## src/rtl/sae_pkg.sv

```systemverilog
// Shared types and codes for the sorted array engine.
package sae_pkg;

   // Request kinds
   localparam logic [1:0] OP_INSERT = 2'd0;
   localparam logic [1:0] OP_FIND   = 2'd1;
   localparam logic [1:0] OP_REMOVE = 2'd2;
   localparam logic [1:0] OP_READ   = 2'd3;

   // Result status codes
   localparam logic [1:0] ST_OK        = 2'd0;
   localparam logic [1:0] ST_FULL      = 2'd1;
   localparam logic [1:0] ST_NOT_FOUND = 2'd2;
   localparam logic [1:0] ST_BAD_INDEX = 2'd3;

   // Register map: word index taken from paddr[2]
   localparam logic REG_TOLERANCE = 1'b0;
   localparam logic [15:0] TOL_RESET = 16'd6;

   typedef struct packed {
      logic [1:0]         req_type;
      logic signed [31:0] data_value;
      logic signed [7:0]  position;
   } req_item_type;

   typedef struct packed {
      logic [1:0]         status;
      logic [6:0]         index_out;
      logic signed [31:0] value_out;
      logic [7:0]         fill_count;
   } rsp_item_type;

   // Command broadcast to every cell during the evaluation state
   typedef struct packed {
      logic               en_insert;
      logic               en_find;
      logic               en_remove;
      logic               en_read;
      logic signed [31:0] val;
      logic signed [33:0] lo;
      logic signed [33:0] hi;
   } cell_ctl_type;

endpackage

```

## src/rtl/sae_tree.sv

```systemverilog
// Registered OR tree that collects the one selected cell's index and entry.
module sae_tree #(
   parameter int LEVELS = 1,
   parameter int LW     = 34
) (
   input  logic          clock,
   input  logic [LW-1:0] leaf [1 << LEVELS],
   output logic [LW-1:0] root
);
   import sae_pkg::*;

   localparam int P = 1 << LEVELS;

   logic [LW-1:0] node_ff [1:2*P-1];

   assign root = node_ff[1];

   // one level per cycle toward the root
   always_ff @(posedge clock) begin
      for (int j = P; j < 2 * P; j++) begin
         node_ff[j] <= leaf[j-P];
      end
      for (int j = 1; j < P; j++) begin
         node_ff[j] <= node_ff[2*j] | node_ff[2*j+1];
      end
   end

endmodule

```

## config.mk

```make
export PLATFORM = sky130hd
export DESIGN_NAME = sae_tree
export DESIGN_NICKNAME = d
export VERILOG_FILES = /design/src/rtl/sae_pkg.sv /design/src/rtl/sae_tree.sv
export SDC_FILE = /design/constraint.sdc
export NUM_CORES = 1
export LEC_CHECK = 0
export ABC_CLOCK_PERIOD_IN_PS = 1050
export BUFFER_PORTS_ARGS = -buffer_cell sky130_fd_sc_hd__buf_2
export CORE_ASPECT_RATIO = 1.75
export CORE_MARGIN = 3
export CORE_UTILIZATION = 40
export CTS_BUF_LIST = sky130_fd_sc_hd__clkbuf_8
export CTS_CLUSTER_DIAMETER = 200
export DETAILED_ROUTE_END_ITERATION = 6
export HOLD_SLACK_MARGIN = 0.03
export PLACE_DENSITY = 0.69
export SLEW_MARGIN = 20
export SYNTH_ARGS = -nofsm -noshare
export SYNTH_HDL_FRONTEND = slang
export SYNTH_SLANG_ARGS = --single-unit
```

## constraint.sdc

```tcl
create_clock -name clock -period 1.05 [get_ports clock]
set_input_delay 0.21 -clock clock [delete_from_list [all_inputs] [get_ports clock]]
set_output_delay 0.21 -clock clock [all_outputs]
set_load 0.01 [all_outputs]
```

## Yosys cells after proc, flatten, opt, wreduce, memory -nomap -nowiden

Memory sizes are Yosys's and may differ from the RTL's.
Cells that the tools add are included.

| word-level totals | value |
|---|---|
| register bits | 0 |
| RAM bits | 102 |
| bits of input ports | 69 |
| output and inout port bits | 34 |
| word-level logic and storage cells | 2 |
| memories | 1 |

Memory list:

| memory | words | width | rd ports | clocked after memory_dff | write ports | RTL line | text |
|---|---|---|---|---|---|---|---|
| node_ff | 3 | 34 | 3 | 0 | 3 | sae_tree.sv:14 | `logic [LW-1:0] node_ff [1:2*P-1];` |

| operators by class | value |
|---|---|
| bitwise operators | 1 |

Operator list:

| cell | count |
|---|---|
| $or A34 B34 Y34 | 1 |

## Depth between registers and ports, before layout

| depth | value |
|---|---|
| depth in word-level cells | 1 |
| gate-level depth with buffers | 1 |
| depth with buffers taken out | 1 |

## Worst setup path before layout

No wires, ideal clock.

| timing path | value |
|---|---|
| path type | register -> output |
| start point | register node_ff[0][34] (netlist name) |
| end point | output port root[0] |
| arrival | 401 ps |
| required time | 840 ps |
| path slack | 439 ps |
| stages on the path, launching flop included | 2 |
| cell sequence | dfxtp_1 > buf_4 |

RTL lines:

| element | RTL line | text |
|---|---|---|
| end, declared | sae_tree.sv:8 | `output logic [LW-1:0] root` |

==> out/summary.log <==
[worst_setup_path] WP data arrival 0.79 ns
[layout] number of nets in the layout 386
[floorplan] die boundary height 110.8 um
[drt] total number of vias 1548
[run_status] status finished clean
[placed_design] cell area after placement 0.002863 mm^2
[worst_setup_path] reg-to-reg endpoint node_ff[0][59]
[worst_setup_path] data required time of the critical path 0.84 ns
[worst_hold_path] hold path endpoint node_ff[0][54]
[cts] Inserted Clock Buffers 9
[worst_setup_path] startpoint class of the critical path register
[power_and_ir_drop] worst IR drop on VDD 1.233 mV
[power_and_ir_drop] power density relative to cell area 1773 mW/mm^2
[sta] Max Fclk 0.9966 GHz
[worst_setup_path] start-to-end type of the worst setup path reg -> out
[cts] Num Clock Sinks 102
[sta] final setup vio count 0
[sta] final setup skew 0.006327 ns
[logic_synthesis] Syn Nets 239
[logic_synthesis] sequential element share of the synthesized area 81.36%
[logic_synthesis] number of distinct standard cells referenced by the synthesized netlist 3
[cts] worst skew pair latency 0.34 ns
[floorplan] IO Count 103
[worst_setup_path] R2R Path Start node_ff[0][127]
[logic_synthesis] Avg Cell Area, Syn 14.76 um^2
[floorplan] area enclosed by the die boundary 0.007299 mm^2
[logic_synthesis] count of synthesis-stage warnings from yosys 0
[layout] Inserted Diodes 0
[global_routing] global route overflow 0
[cts] TritonCTS clock tree built
[worst_setup_path] logic depth of the worst register-to-register path 1
[worst_setup_path] Largest delay share family, worst path flip-flops
[logic_synthesis] Post-Synthesis Cell Area 0.002510 mm^2
[logic_synthesis] cell count after synthesis 170
[drt] routed length per instance 11.23 um
[drt] violation count after the first detailed-routing iteration 49
[layout] proportion of layout cells with a drive suffix above 1 40.06%
[placed_design] routability congestion estimate from global placement 0.6879
[sta] final worst-path setup slack 0.04662 ns
[cts] buffers from clock root to sink, at most 2
[global_routing] antenna violations before repair 0
[job] max capacitance violation total 0
[placed_design] pre-CTS worst setup slack 0.3970 ns
[global_routing] number of global-route vias before repair 1664
[sta] Final Hold Fails 0
[drt] DRT Pass-1 Iters 4
[worst_hold_path] Min-Delay Path Depth 1
[sta] aggregate negative setup slack 0 ns
[worst_hold_path] Min-Delay Path Class reg -> reg
[global_routing] wire length of the first global-routing pass 7127 um
[cts] clock-pin slew of the registers on the worst-case setup and hold paths 0.08 ns
[layout] # fillers 426
[floorplan] placeable core area 0.005972 mm^2
[floorplan] x dimension of the die 65.88 um
[sta] post-route clock period utilization 95.56%
[global_routing] all-layer global routing usage 13.50%
[layout] Final Cell Area 0.003811 mm^2
[floorplan] starting density of the core 42.03%
[cts] maximum level of the CTS H-tree 3
[power_and_ir_drop] Pleak 1.714 nW
[sta] minimum period implied by the final worst setup slack 1.003 ns
[layout] registers with the most flip-flops node_ff (102)
[global_routing] pin count of the biggest net entering global routing 15
[worst_setup_path] reg2reg setup slack 0.42 ns
[layout] flip-flop count of the largest register after layout 102
[worst_setup_path] slowest stage cell, crit path dfxtp_1
[drt] number of remaining DRC errors 0
[logic_synthesis] Seq cells post-synth 102
[sta] unrepaired setup endpoints after global routing true
[worst_setup_path] crit-path max cell delay 0.32 ns
[placed_design] number of buffer cells added on primary ports 102
[worst_setup_path] number of buffers and inverters on the critical path 1
[drt] Antenna Nets Post-Route 0
[worst_setup_path] worst path cell trace buf_2
[layout] register ranked first by flip-flop count node_ff
[cts] library cell used as clock root buffer clkbuf_8
[drt] routed wire length 4492 um
[worst_hold_path] worst hold start node_ff[0][88]
[sta] worst slew margin relative to its limit 92.87%
[layout] area added between synthesis and finish 51.84%
[sta] pin slew with the least headroom to its limit 0.1069 ns
[sta] Fin Hold WS 0.4024 ns
[worst_setup_path] crit path capture type primary output
[layout] core utilization of the finished layout 63.82%
[sta] Final Max Slew Viols 0
[drt] DR vias/cell 3.870
[worst_setup_path] critical path peak fanout 1
[floorplan] row count 37
[worst max-delay path by stage]
| stage | startpoint | to | slack (ns) | depth (start not counted) |
|---|---|---|---|---|
| floorplan | node_ff[0][34] | root[0] | 0.44 | 1 |
| finish | node_ff[0][51] | root[17] | 0.05 | 1 |
| global route | node_ff[0][47] | root[13] | -0.006 | 1 |
| global placement | node_ff[0][36] | root[2] | 0.38 | 1 |
| detailed placement | node_ff[0][61] | root[27] | 0.40 | 1 |
| CTS | node_ff[0][36] | root[2] | 0.01 | 1 |
[cells in the mapped netlist]
master / n / area [um^2]
dfxtp_1: 102 / 2042
or2_1: 34 / 212.7
buf_4: 34 / 255.2
[layout make-up]
cell class	count	area (um^2)	share of cell area, %
timing repair buffer	170	1260	33.06
tap	78	97.59	2.561
multi-input combinational	34	212.7	5.581
clock buffer	12	165.2	4.334
clock inverter	4	15.01	0.3940
sequential	102	2061	54.07
[power by group]
| group | switching (W) | internal [W] | total [W] |
|---|---|---|---|
| logic | 0.000141 | 0.000351 | 0.000491 |
| clock network | 0.00112 | 0.00102 | 0.00214 |
| registers | 0.0000468 | 0.00408 | 0.00412 |
[stage by stage]
step,power (W),cells
floorplan,0.004364,170
global placement,0.004456,316
detailed placement,0.004475,316
CTS,0.006826,400
global route,0.007085,400
finish,0.006757,400
[per-layer routing]
| metal | vias to the layer above | global-route usage, % | share of wire (%) | wire [um] |
|---|---|---|---|---|
| met5 | - | 0 | 0 | 0 |
| met4 | 0 | 9.557 | 4.3 | 191 |
| met3 | 15 | 5.274 | 6.1 | 276 |
| met2 | 64 | 24.33 | 58 | 2599 |
| met1 | 694 | 11.22 | 32 | 1425 |
| li1 | 775 | - | - | - |
[timing repair]
action	in CTS	in global routing
endpoints found under the hold margin	68	0
hold buffers	68	0
buffers inserted	0	0
setup endpoints to repair	2	16
resized for setup	2	24
[logic make-up (layout without fill, tap and decap cells)]
family	count (synthesis)	after routing	share of synthesized area, %
DFF	102	102	81.36
and+or+nand+nor	34	34	8.474
buffers and inverters	34	186	10.17
[cell usage in the layout (no fill, tap or decap)]
| cell type | Yosys | final |
|---|---|---|
| buf_2 | 0 | 91 |
| buf_6 | 0 | 11 |
| clkbuf_8 | 0 | 12 |
| dfxtp_1 | 102 | 87 |
| dfxtp_2 | 0 | 15 |
| dlygate4sd3_1 | 0 | 68 |
| inv_1 | 0 | 4 |
| or2_1 | 34 | 34 |
Note: power is estimated with default switching activity, not from simulation.
