File: config.mk
export PLATFORM = sky130hd
export DESIGN_NAME = sae_cell
export DESIGN_NICKNAME = d
export VERILOG_FILES = /design/src/rtl/sae_pkg.sv /design/src/rtl/sae_cell.sv
export SDC_FILE = /design/constraint.sdc
export NUM_CORES = 1
export LEC_CHECK = 0
export BUFFER_PORTS_ARGS = -buffer_cell sky130_fd_sc_hd__buf_4
export CORE_ASPECT_RATIO = 0.75
export CORE_MARGIN = 2
export CORE_UTILIZATION = 40
export DETAILED_ROUTE_END_ITERATION = 16
export PLACE_DENSITY_LB_ADDON = 0.15
export SKIP_CTS_REPAIR_TIMING = 1
export SYNTH_ARGS = -nofsm -noshare
export SYNTH_HDL_FRONTEND = slang
export SYNTH_SLANG_ARGS = --single-unit
File: constraint.sdc
create_clock -name clock -period 3.96 [get_ports clock]
set_clock_uncertainty 0.15 [all_clocks]
set_input_delay 0.396 -clock clock [delete_from_list [all_inputs] [get_ports clock]]
set_output_delay 0.396 -clock clock [all_outputs]
set_load 0.03 [all_outputs]
File: src/rtl/sae_pkg.sv
// Shared types and codes for the sorted array engine.
package sae_pkg;

   // Request kinds
   localparam logic [1:0] OP_INSERT = 2'd0;
   localparam logic [1:0] OP_FIND   = 2'd1;
   localparam logic [1:0] OP_REMOVE = 2'd2;
   localparam logic [1:0] OP_READ   = 2'd3;

   // Result status codes
   localparam logic [1:0] ST_OK        = 2'd0;
   localparam logic [1:0] ST_FULL      = 2'd1;
   localparam logic [1:0] ST_NOT_FOUND = 2'd2;
   localparam logic [1:0] ST_BAD_INDEX = 2'd3;

   // Register map: word index taken from paddr[2]
   localparam logic REG_TOLERANCE = 1'b0;
   localparam logic [15:0] TOL_RESET = 16'd6;

   typedef struct packed {
      logic [1:0]         req_type;
      logic signed [31:0] data_value;
      logic signed [7:0]  position;
   } req_item_type;

   typedef struct packed {
      logic [1:0]         status;
      logic [6:0]         index_out;
      logic signed [31:0] value_out;
      logic [7:0]         fill_count;
   } rsp_item_type;

   // Command broadcast to every cell during the evaluation state
   typedef struct packed {
      logic               en_insert;
      logic               en_find;
      logic               en_remove;
      logic               en_read;
      logic signed [31:0] val;
      logic signed [33:0] lo;
      logic signed [33:0] hi;
   } cell_ctl_type;

endpackage

File: src/rtl/sae_cell.sv
// One slot of the sorted array: holds an entry, compares it, shifts with its neighbors.
module sae_cell #(
   parameter int IDX  = 0,
   parameter int IDXW = 1,
   parameter int CW   = 1
) (
   input  logic                 clock,
   input  sae_pkg::cell_ctl_type ctl,
   input  logic [CW-1:0]        count,
   input  logic [IDXW-1:0]      key,
   input  logic signed [31:0]   left_entry,
   input  logic                 left_le,
   input  logic                 left_match,
   input  logic signed [31:0]   right_entry,
   output logic signed [31:0]   entry,
   output logic                 le,
   output logic                 match,
   output logic                 sel
);
   import sae_pkg::*;

   logic signed [31:0] entry_ff;
   logic signed [31:0] entry_in;
   logic signed [33:0] entry_x;
   logic               valid;
   logic               at_key;
   logic               ins_sel;

   assign entry   = entry_ff;
   assign valid   = CW'(IDX) < count;
   assign entry_x = 34'(entry_ff);
   assign le      = valid && (entry_ff <= ctl.val);
   assign match   = valid && (entry_x >= ctl.lo) && (entry_x <= ctl.hi);
   assign at_key  = key == IDXW'(IDX);

   // first slot that is not below-or-equal takes the new word
   assign ins_sel = ctl.en_insert && !le && left_le;
   assign sel     = ins_sel
                 || (ctl.en_find && match && !left_match)
                 || ((ctl.en_remove || ctl.en_read) && at_key);

   always_comb begin
      entry_in = entry_ff;
      if (ctl.en_insert && !le) begin
         entry_in = ins_sel ? ctl.val : left_entry;
      end else if (ctl.en_remove && (IDXW'(IDX) >= key)) begin
         entry_in = right_entry;
      end
   end

   always_ff @(posedge clock) begin
      entry_ff <= entry_in;
   end

endmodule

# ---- Yosys cells after proc, flatten, opt, wreduce, memory -nomap -nowiden
# Index checks and enable logic that the tools add are counted.
dict set report classes {
  addsub 0
  mul 0
  div 0
  order_cmp 5
  n_eq_ne 0
  n_shift 0
  muxes 3
  n_bitwise 1
  reduce_logical 15
}
# cell count
set op_table {}
lappend op_table {{$mux 32} 3}
lappend op_table {{$ge 32x34->1} 1}
lappend op_table {{$le 32x34->1} 1}
lappend op_table {{$le 32x32->1} 1}
lappend op_table {{$logic_and 1x1->1} 9}
lappend op_table {{$logic_or 1x1->1} 3}
lappend op_table {{$logic_not 1->1} 2}
lappend op_table {{$reduce_bool 2->1} 1}
lappend op_table {{$ge 1x1->1 const A} 1}
lappend op_table {{$lt 1x1->1 const A} 1}
lappend op_table {{$not 1->1} 1}
dict set report word_totals {
  regBits 32
  latchBits 0
  ramBits 0
  rom_bits 0
  output_inout_bits 35
  word_cells 25
  mem_count 0
}

# ---- Logic depth before layout (Yosys ltp)
# Gate-level depths: netlist (run 1).
dict set report depth {
  word_depth 7
  depth_mapped 11
  ltp_nobuf 9
}

# ---- Worst setup path before layout (run 1)
# OpenSTA, ideal clock, no wires.
dict set report synth_timing {
  kind {flip-flop to output port}
  startpoint {register entry_ff[25], in the netlist entry[25]}
  endpoint {output sel}
  arrival_ns 3.108
  t_required_ns 3.414
  setup_slack_ns 0.306
  path_stages_with_launch 8
  n_path_buf 0
  path_cell_list {edfxtp_1 > ha_1 > nand4_2 > or4_4 > or4_4 > o2111a_1 > a211oi_2 > a221o_1}
}
dict set report synth_between {
  elab_chain_cells 7
}
# element line_no
set synth_lines {}
lappend synth_lines {{start, declared} sae_cell.sv:22} ;# logic signed [31:0] entry_ff;
lappend synth_lines {{start signal, assigned} sae_cell.sv:52} ;# entry_ff <= entry_in;
lappend synth_lines {{$ge 32x34->1} sae_cell.sv:33} ;# assign match = valid && (entry_x >= ctl.lo) && (entry_x <= ctl.hi);
lappend synth_lines {{$logic_and 1x1->1} sae_cell.sv:33}
lappend synth_lines {{$logic_and 1x1->1 (*)} sae_cell.sv:33}
lappend synth_lines {{named net match} sae_cell.sv:17} ;# output logic match,
lappend synth_lines {{$logic_and 1x1->1 (*) (2 in series)} sae_cell.sv:39} ;# || (ctl.en_find && match && !left_match)
lappend synth_lines {{$logic_or 1x1->1 (*)} sae_cell.sv:39}
lappend synth_lines {{$logic_or 1x1->1 (*)} sae_cell.sv:40} ;# || ((ctl.en_remove || ctl.en_read) && at_key);
lappend synth_lines {{end, declared} sae_cell.sv:18} ;# output logic sel
# Mark *: on every way through the listed nets, which the timed path passes. The rest lies on a longest branch.

# ---- Worst setup path after layout (run 1)
dict set report layout_timing {
  startpoint {register entry_ff[7], in the netlist entry[7]}
  endpoint {output sel}
}
dict set report layout_between {
  elab_chain_cells 7
}
# element line_no
set layout_lines {}
lappend layout_lines {{$ge 32x34->1 or $le 32x32->1 (tied branches)} {sae_cell.sv:33, sae_cell.sv:32}}
lappend layout_lines {{$logic_and 1x1->1 (on tied branches)} {sae_cell.sv:33, sae_cell.sv:32}}
lappend layout_lines {{$logic_and 1x1->1 or $logic_not 1->1 (tied branches)} {sae_cell.sv:33, sae_cell.sv:37}}
lappend layout_lines {{$logic_and 1x1->1 (on tied branches) (2 in series)} {sae_cell.sv:39, sae_cell.sv:37}}
lappend layout_lines {{$logic_or 1x1->1 (*)} sae_cell.sv:39}
lappend layout_lines {{$logic_or 1x1->1 (*)} sae_cell.sv:40}
# Mark *: on every way between the ends. The rest lies on a longest branch, timed or not.

==> flow_summary_export.csv, run 1 <==
group,metric,value,unit
floorplan,dieWidth,125,µm
cts,clockBufferDepth,2,
worst_setup_path,crit_chain,"ha_1, and4_1, nor4bb_1, o21a_1, a2111oi_0, buf_4, o2111a_1, a211oi_2, a221o_1, buf_4",
finish,drive_gt1_share,37.5,%
global_route,grt_pass1_vias,4337,
yosys,synth_edf_count,32,
timing,fin_crit_sh,94.9,%
worst_setup_path,crit_top_cell,"buf_4",
routing,drt-total-wl,13500,µm
pwr,p_total,2.18,mW
pwr,power_density,346,mW/mm²
cts,numCtsBuffers,5,
finish,utilization,57.9,%
yosys,synth.distinct_cells,44,
routing,drt_iter0_markers,148,
run,maxCapViolCount,0,
pwr,p_leak,3.34,nW
worst_setup_path,critPathBufInv,2,
floorplan,initial_core_util,40.8,%
routing,num_vias,4277,
finish,stdcell_area,0.00629,mm²
placed_design,portBuffers,207,
cts,clock_latency,280,ps
yosys,avgSynthCellArea,9.26,µm²
floorplan,dieArea,0.0119,mm²
yosys,synth-seq-cells,32,
timing,finalSetupTns,0,ps
yosys,synthFlopType,"edfxtp_1",
global_route,antenna_found_initial,0,
finish,largest_reg_flops,32,
routing,drc,0,
worst_setup_path,ff2ff_setup_slack,410,ps
status,outcome,"completed",
placed_design,placedCellCount,823,
global_route,grt_pass1_wl,21400,µm
cts,htreeDepth,2,
yosys,postSynthCellCount,478,
yosys,yosysTopAreaCell,"ha_1",
worst_setup_path,required,3410,ps
pwr,ir_drop,0.000192,V
yosys,syn_nets,751,
worst_hold_path,min_path_type,"in -> reg",
global_route,gr-total-overflow,0,
cts,cts_tree,"done",
routing,dr.pass1.iters,4,
placed_design,hpwl,11400,µm
timing,worstMarginPinSlew,738,ps
yosys,synthTopCellsByArea,"ha_1 (28%), edfxtp_1 (22%), inv_1 (8.9%), mux2_2 (8.4%), mux2_1 (7.9%)",
yosys,ys_seq_area_share,21.7,%
worst_setup_path,slowest_stage,"a2111oi_0",
yosys,yosys_warnings,0,
cts,clock-sinks,32,
timing,slew_headroom,49.5,%
timing,rsz0062_at_grt,"false",
timing,clock.fmax,266,MHz
finish,area_growth,42.1,%
yosys,netlist_area,0.00443,mm²
placed_design,placed_area,0.00615,mm²
worst_setup_path,critPathCaptureType,"primary output",
cts,clkSlewWorstSetupHoldPaths,60,ps
placed_design,place_congestion,0.831,
timing,hold_viol_final,0,
routing,wire_per_inst,16.2,µm
floorplan,num_io_pins,208,
worst_setup_path,worstPathArrival,3210,ps
floorplan,die_height,95.1,µm
worst_setup_path,crit_path_start_kind,"flop",
finish,nets,963,
yosys,synth_top_area_share,28.3,%
routing,ant_nets,0,
cts,ctsRootBufferMaster,"clkbuf_16",
finish,layout.cells.non_filler,831,
floorplan,num_rows,33,
global_route,grt_usage,22.4,%
yosys,ys_async_sr_fraction,0,%
routing,viasPerCell,5.15,
worst_setup_path,cpPeakStageDelay,600,ps
timing,final.min_clock_period,3760,ps
timing,finalMaxSlewViolations,0,
global_route,grt_max_degree,34,
worst_setup_path,path_max_fanout,4,
timing,setup_violations,0,
worst_setup_path,crit_family,"compound AO/OA/AOI/OAI gates",
worst_setup_path,crit_type,"reg -> out",
finish,num_antenna_cells,0,
floorplan,fp.coreArea,0.0109,mm²
## placed cells by master, fill, tap and decap left out, types with 3 or more instances in the layout
master     instances
inv_1            105
and4_1             4
a21oi_1           38
nor3_1             7
a21o_1            10
edfxtp_1          32
nand2_1           23
a211oi_1           3
o21ai_1            6
buf_4            213
nand4_1           17
mux2_1            31
ha_1             100
nand3_1            7
nor2b_1            3
o21a_1             3
nor2_1             4
o21ai_0            9
clkbuf_16          5
mux2_2            33
nor4_1             3
## metrics by stage
stage	hold WS (ps)	setup WS [ps]
3_3_place_gp	528	428
2_1_floorplan	447	306
3_5_place_dp	531	379
5_1_grt	244	1.97
4_1_cts	243	128
6_report	249	202
## report_power, final
group	internal (mW)	total, mW	switching [mW]
combinational	0.555	1.21	0.652
sequential	0.482	0.589	0.107
clock	0.232	0.382	0.150
total	1.27	2.18	0.909
## layout make-up
class	count	area (µm²)
clock inverter	1	3.75
multi-input combinational	333	3020
fill	971	4570
clock buffer	7	133
inverter	105	394
sequential	32	961
tap	140	175
timing repair buffer	213	1600
## cells by family (layout without fill, tap and decap cells)
kind of cell | after synthesis | after routing | share of synthesized area, %
mux | 64 | 64 | 16.3
flops | 32 | 32 | 21.7
fa+ha+maj | 100 | 100 | 28.3
simple gates | 78 | 78 | 10.1
compound gates | 91 | 91 | 13.6
buf+inv | 113 | 326 | 10.0
## synthesized netlist by cell type (all sizes together) (4+ instances only)
cell type and count:
edfxtp 32, mux2 64, a21o 10, a211oi 4, nand2 23, ha 100
clkbuf 4, nor2 4, nand3 7, and4 4, inv 105, o21ai 15
buf 4, a21oi 38, nor3 7, nor4 4, nand4 19
## layer usage
metal	global-route usage, %	wire length, µm	vias up
li1	-	-	2162
met1	30.5	6290	1982
met2	38.0	6220	131
met3	4.83	932	2
met4	2.41	33	0
met5	0	0	-
## worst register-to-register path: stages, from the launching register on
cell       delay (ps)
edfxtp_1          470
ha_1              360
nand4_1           210
nor4_2            450
nor3b_1           370
o2111ai_1         210
o311ai_4          240
buf_4             450
mux2_1            390
## path summary, 6_finish.rpt
| check | startpoint | endpoint | cells after the start |
|---|---|---|---|
| worst max-delay path | entry[7] | sel | 10 |
| worst max register to register | entry[27] | entry[13] | 8 |
| worst min-delay path | right_entry[22] | entry[22] | 2 |
| worst min register to register | entry[31] | entry[28] | 5 |
Note: power is estimated with default switching activity, not from simulation.
==> run 2: changes to the inputs <==
- CELL_PAD_IN_SITES_DETAIL_PLACEMENT: unset -> 0
- CELL_PAD_IN_SITES_GLOBAL_PLACEMENT: unset -> 1
- CORE_UTILIZATION: 40 -> 35
==> run 2 against run 1 <==
Utilization fell by 6.3 points. Clock-buffer cell count fell by 2. Sequential share of layout area fell by 0.15 points. Largest cell class unchanged. Flip-flop and latch count did not move. Final cell count rose by 3.1%.
==> flow_summary_export.csv, run 2 (synthesis gave the netlist of run 1 again) <==
group,metric,value,unit
floorplan,dieWidth,134,µm
worst_setup_path,crit_path_start_kind,"flop",
placed_design,portBuffers,207,
run,maxCapViolCount,0,
cts,clock_latency,290,ps
cts,numCtsBuffers,5,
pwr,p_leak,3.35,nW
placed_design,dp_worst_setup_slack,217,ps
placed_design,place_congestion,0.828,
worst_setup_path,crit_type,"reg -> out",
routing,wire_per_inst,16.3,µm
floorplan,die_height,101,µm
timing,rsz0062_at_grt,"false",
pwr,power_density,356,mW/mm²
worst_setup_path,reg2reg_from,"entry[31]",
finish,area_growth,43.5,%
timing,slew_headroom,40.1,%
cts,cts_tree,"done",
routing,dr.pass1.iters,4,
global_route,grt_pass1_wl,21400,µm
worst_hold_path,min_path_type,"in -> reg",
routing,drt-total-wl,13900,µm
routing,drt_iter0_markers,94,
timing,clock.fmax,256,MHz
worst_hold_path,worstHoldStart,"right_entry[6]",
timing,timing.hold.ws,238,ps
status,outcome,"completed",
timing,finalMaxSlewViolations,0,
worst_setup_path,path_max_fanout,4,
global_route,antenna_found_initial,0,
cts,clkSlewWorstSetupHoldPaths,60,ps
placed_design,hpwl,11900,µm
cts,clock-sinks,32,
timing,fin_crit_sh,98.6,%
timing,final.min_clock_period,3900,ps
finish,nets,963,
global_route,grt_max_degree,34,
worst_setup_path,required,3410,ps
timing,layout_setup_ws,56.0,ps
global_route,grt_usage,20.3,%
floorplan,num_io_pins,208,
routing,viasPerCell,4.92,
worst_setup_path,critPathLaunch,"entry[5]",
worst_setup_path,worstPathArrival,3360,ps
timing,worstMarginPinSlew,876,ps
floorplan,dieArea,0.0136,mm²
floorplan,num_rows,35,
routing,drc,0,
finish,largest_reg_flops,32,
finish,num_antenna_cells,0,
routing,ant_nets,0,
floorplan,initial_core_util,36.0,%
finish,fillers,1188,
cts,ctsRootBufferMaster,"clkbuf_16",
finish,stdcell_area,0.00635,mm²
placed_design,placed_area,0.00618,mm²
global_route,gr-total-overflow,0,
finish,final_common_cell,"buf_4",
pwr,ir_drop,0.000179,V
finish,drive_gt1_share,37.8,%
timing,setup_violations,0,
cts,clockBufferDepth,2,
global_route,grt_pass1_vias,4219,
floorplan,fp.coreArea,0.0123,mm²
routing,num_vias,4217,
worst_setup_path,critPathCaptureType,"primary output",
timing,hold_viol_final,0,
finish,final_cell_mix,"buf_4 (213), inv_1 (105), ha_1 (99)",
cts,htreeDepth,2,
[run 2: cell type report]
class	instances	area (µm²)	area share, %
multi-input combinational	333	3030	47.7
tap	166	208	3.27
clock buffer	5	125	1.97
clock inverter	3	37.5	0.591
sequential	32	961	15.1
inverter	105	394	6.21
timing repair buffer	213	1600	25.2
[run 2: worst max-delay path: stages, from the launching register on]
cell       delay, ps
edfxtp_1         480
ha_1             350
a21oi_1          170
o21ai_1           90
a2111oi_0        810
buf_4            250
o211a_1          150
o221ai_1         140
a211oi_2         290
a221o_1          200
buf_4            150
[run 2: worst paths after layout]
kind,endpoint,slack (ps),cells after the start
max,sel,60,10
min,entry[6],240,2
max reg2reg,entry[2],440,8
min reg2reg,entry[29],1240,3
[run 2: per-layer routing]
layer / part of all wire, % / track usage [%] / vias up / wire length [µm]
met5: 0 / 0 / - / 0
met4: 0.68 / 3.60 / 0 / 95
met3: 7.4 / 5.06 / 8 / 1030
met2: 42 / 31.7 / 120 / 5890
met1: 50 / 28.6 / 1936 / 6930
li1: - / - / 2153 / -
[run 2: report_power, final]
| part | switching [mW] | internal, mW | total [mW] |
|---|---|---|---|
| logic | 0.668 | 0.556 | 1.22 |
| registers | 0.106 | 0.482 | 0.588 |
| clock network | 0.158 | 0.293 | 0.451 |
| total | 0.931 | 1.33 | 2.26 |
[run 2: through the flow]
stage,power (mW),setup TNS (ps),cells,util (%)
global placement,1.78,0,849,50.3
floorplan,1.32,0,478,-
global route,2.43,0,857,51.6
detailed placement,1.82,0,849,50.3
CTS,2.28,-112,857,51.6
finish,2.26,0,857,51.6
==> run 3: changes to the inputs <==
- CELL_PAD_IN_SITES_DETAIL_PLACEMENT: 0 -> 1
- CTS_BUF_LIST: unset -> sky130_fd_sc_hd__clkbuf_4 sky130_fd_sc_hd__clkbuf_8 sky130_fd_sc_hd__clkbuf_16
==> run 3 against run 2 <==
Routed wire length grew 12%. Hold slack better by 2.8 ps. First-iteration DRC count up 66%. Worst setup slack better by 76 ps. Maximum frequency increased by 2.0%. Register-to-register slack improved by 40 ps. Clock-buffer cell count stayed put. Critical endpoint unchanged. Largest cell class unchanged. Largest power group unchanged. Highest routed layer unchanged.
==> flow_summary_export.csv, run 3 (synthesis gave the netlist of run 1 again) <==
group,metric,value,unit
timing,finalMaxSlewViolations,0,
cts,clock-sinks,32,
finish,nets,963,
finish,final_cell_mix,"buf_4 (213), inv_1 (105), ha_1 (99)",
routing,viasPerCell,5.14,
floorplan,num_rows,35,
finish,largest_reg_flops,32,
finish,final_common_cell,"buf_4",
timing,fin_crit_sh,96.7,%
worst_setup_path,path_max_fanout,4,
finish,num_antenna_cells,0,
floorplan,initial_core_util,36.0,%
floorplan,dieWidth,134,µm
routing,num_vias,4398,
floorplan,die_height,101,µm
global_route,antenna_found_initial,0,
finish,drive_gt1_share,37.7,%
worst_hold_path,min_path_type,"in -> reg",
worst_setup_path,crit_path_start_kind,"flop",
cts,numCtsBuffers,5,
global_route,gr-total-overflow,0,
timing,layout_setup_ws,132,ps
floorplan,num_io_pins,208,
floorplan,fp.coreArea,0.0123,mm²
cts,clockBufferDepth,2,
routing,wire_per_inst,18.3,µm
global_route,grt_max_degree,34,
finish,utilization,51.4,%
placed_design,placed_area,0.00618,mm²
floorplan,dieArea,0.0136,mm²
pwr,p_total,2.23,mW
cts,clock_latency,290,ps
pwr,p_leak,3.34,nW
worst_setup_path,crit_type,"reg -> out",
timing,rsz0062_at_grt,"false",
routing,ant_nets,0,
global_route,grt_pass1_wl,24100,µm
cts,ctsRootBufferMaster,"clkbuf_16",
global_route,grt_usage,22.8,%
placed_design,portBuffers,207,
cts,htreeDepth,2,
finish,area_growth,42.8,%
routing,drc,0,
pwr,power_density,354,mW/mm²
finish,stdcell_area,0.00632,mm²
cts,cts_tree,"done",
routing,drt-total-wl,15600,µm
placed_design,dp_worst_setup_slack,266,ps
timing,setup_violations,0,
timing,final.min_clock_period,3830,ps
global_route,grt_pass1_vias,4734,
timing,clock.fmax,261,MHz
worst_setup_path,critPathCaptureType,"primary output",
placed_design,hpwl,13400,µm
routing,drt_iter0_markers,156,
status,outcome,"completed",
timing,hold_viol_final,0,
timing,worstMarginPinSlew,825,ps
cts,clkSlewWorstSetupHoldPaths,60,ps
placed_design,place_congestion,0.828,
worst_setup_path,worstPathArrival,3280,ps
run,maxCapViolCount,0,
pwr,ir_drop,0.000170,V
worst_setup_path,required,3410,ps
routing,dr.pass1.iters,4,
timing,slew_headroom,44.9,%
[run 3: cell count changes in the layout (fill, tap and decap cells not counted), sizes merged]
cell    change
bufinv      -1
[run 3: worst paths after layout]
check	startpoint	endpoint	slack [ps]	cells after the start
worst max-delay path	entry[5]	sel	130	10
worst min-delay path	right_entry[21]	entry[21]	240	2
worst max register to register	entry[31]	entry[2]	480	8
worst min register to register	entry[31]	entry[29]	1220	3
[run 3: area by class of cell]
type / instances / area, µm²
well taps: 166 / 208
repair buffers: 213 / 1600
fillers: 1477 / 5980
clock buffers: 5 / 125
clock inverters: 2 / 7.51
inverters: 105 / 394
flip-flops and latches: 32 / 961
multi-input cells: 333 / 3030
[run 3: stage by stage]
stage | hold WS [ps] | cells | setup TNS (ps)
floorplan | 447 | 478 | 0
global placement | 530 | 849 | 0
detailed placement | 536 | 849 | 0
CTS | 242 | 856 | -45.1
global route | 240 | 856 | 0
finish | 241 | 856 | 0
[run 3: where the power goes]
group          internal [mW]  switching (mW)
Sequential             0.482           0.109
Clock                  0.226           0.161
Combinational          0.564           0.693
Total                   1.27           0.962
[run 3: routing by layer]
metal	wire length [µm]	global-route usage [%]	up-vias
li1	-	-	2157
met1	7300	30.1	2103
met2	7210	38.9	121
met3	933	5.21	17
met4	185	4.26	0
met5	0	0	-
[run 3: critical path, cell delays in order, from the launching register on]
cell,delay (ps)
edfxtp_1,490
ha_1,360
a21oi_1,180
o21ai_1,90
a2111oi_0,670
buf_4,240
o2111ai_1,130
o221ai_1,260
a211oi_2,100
a221o_1,300
buf_4,170
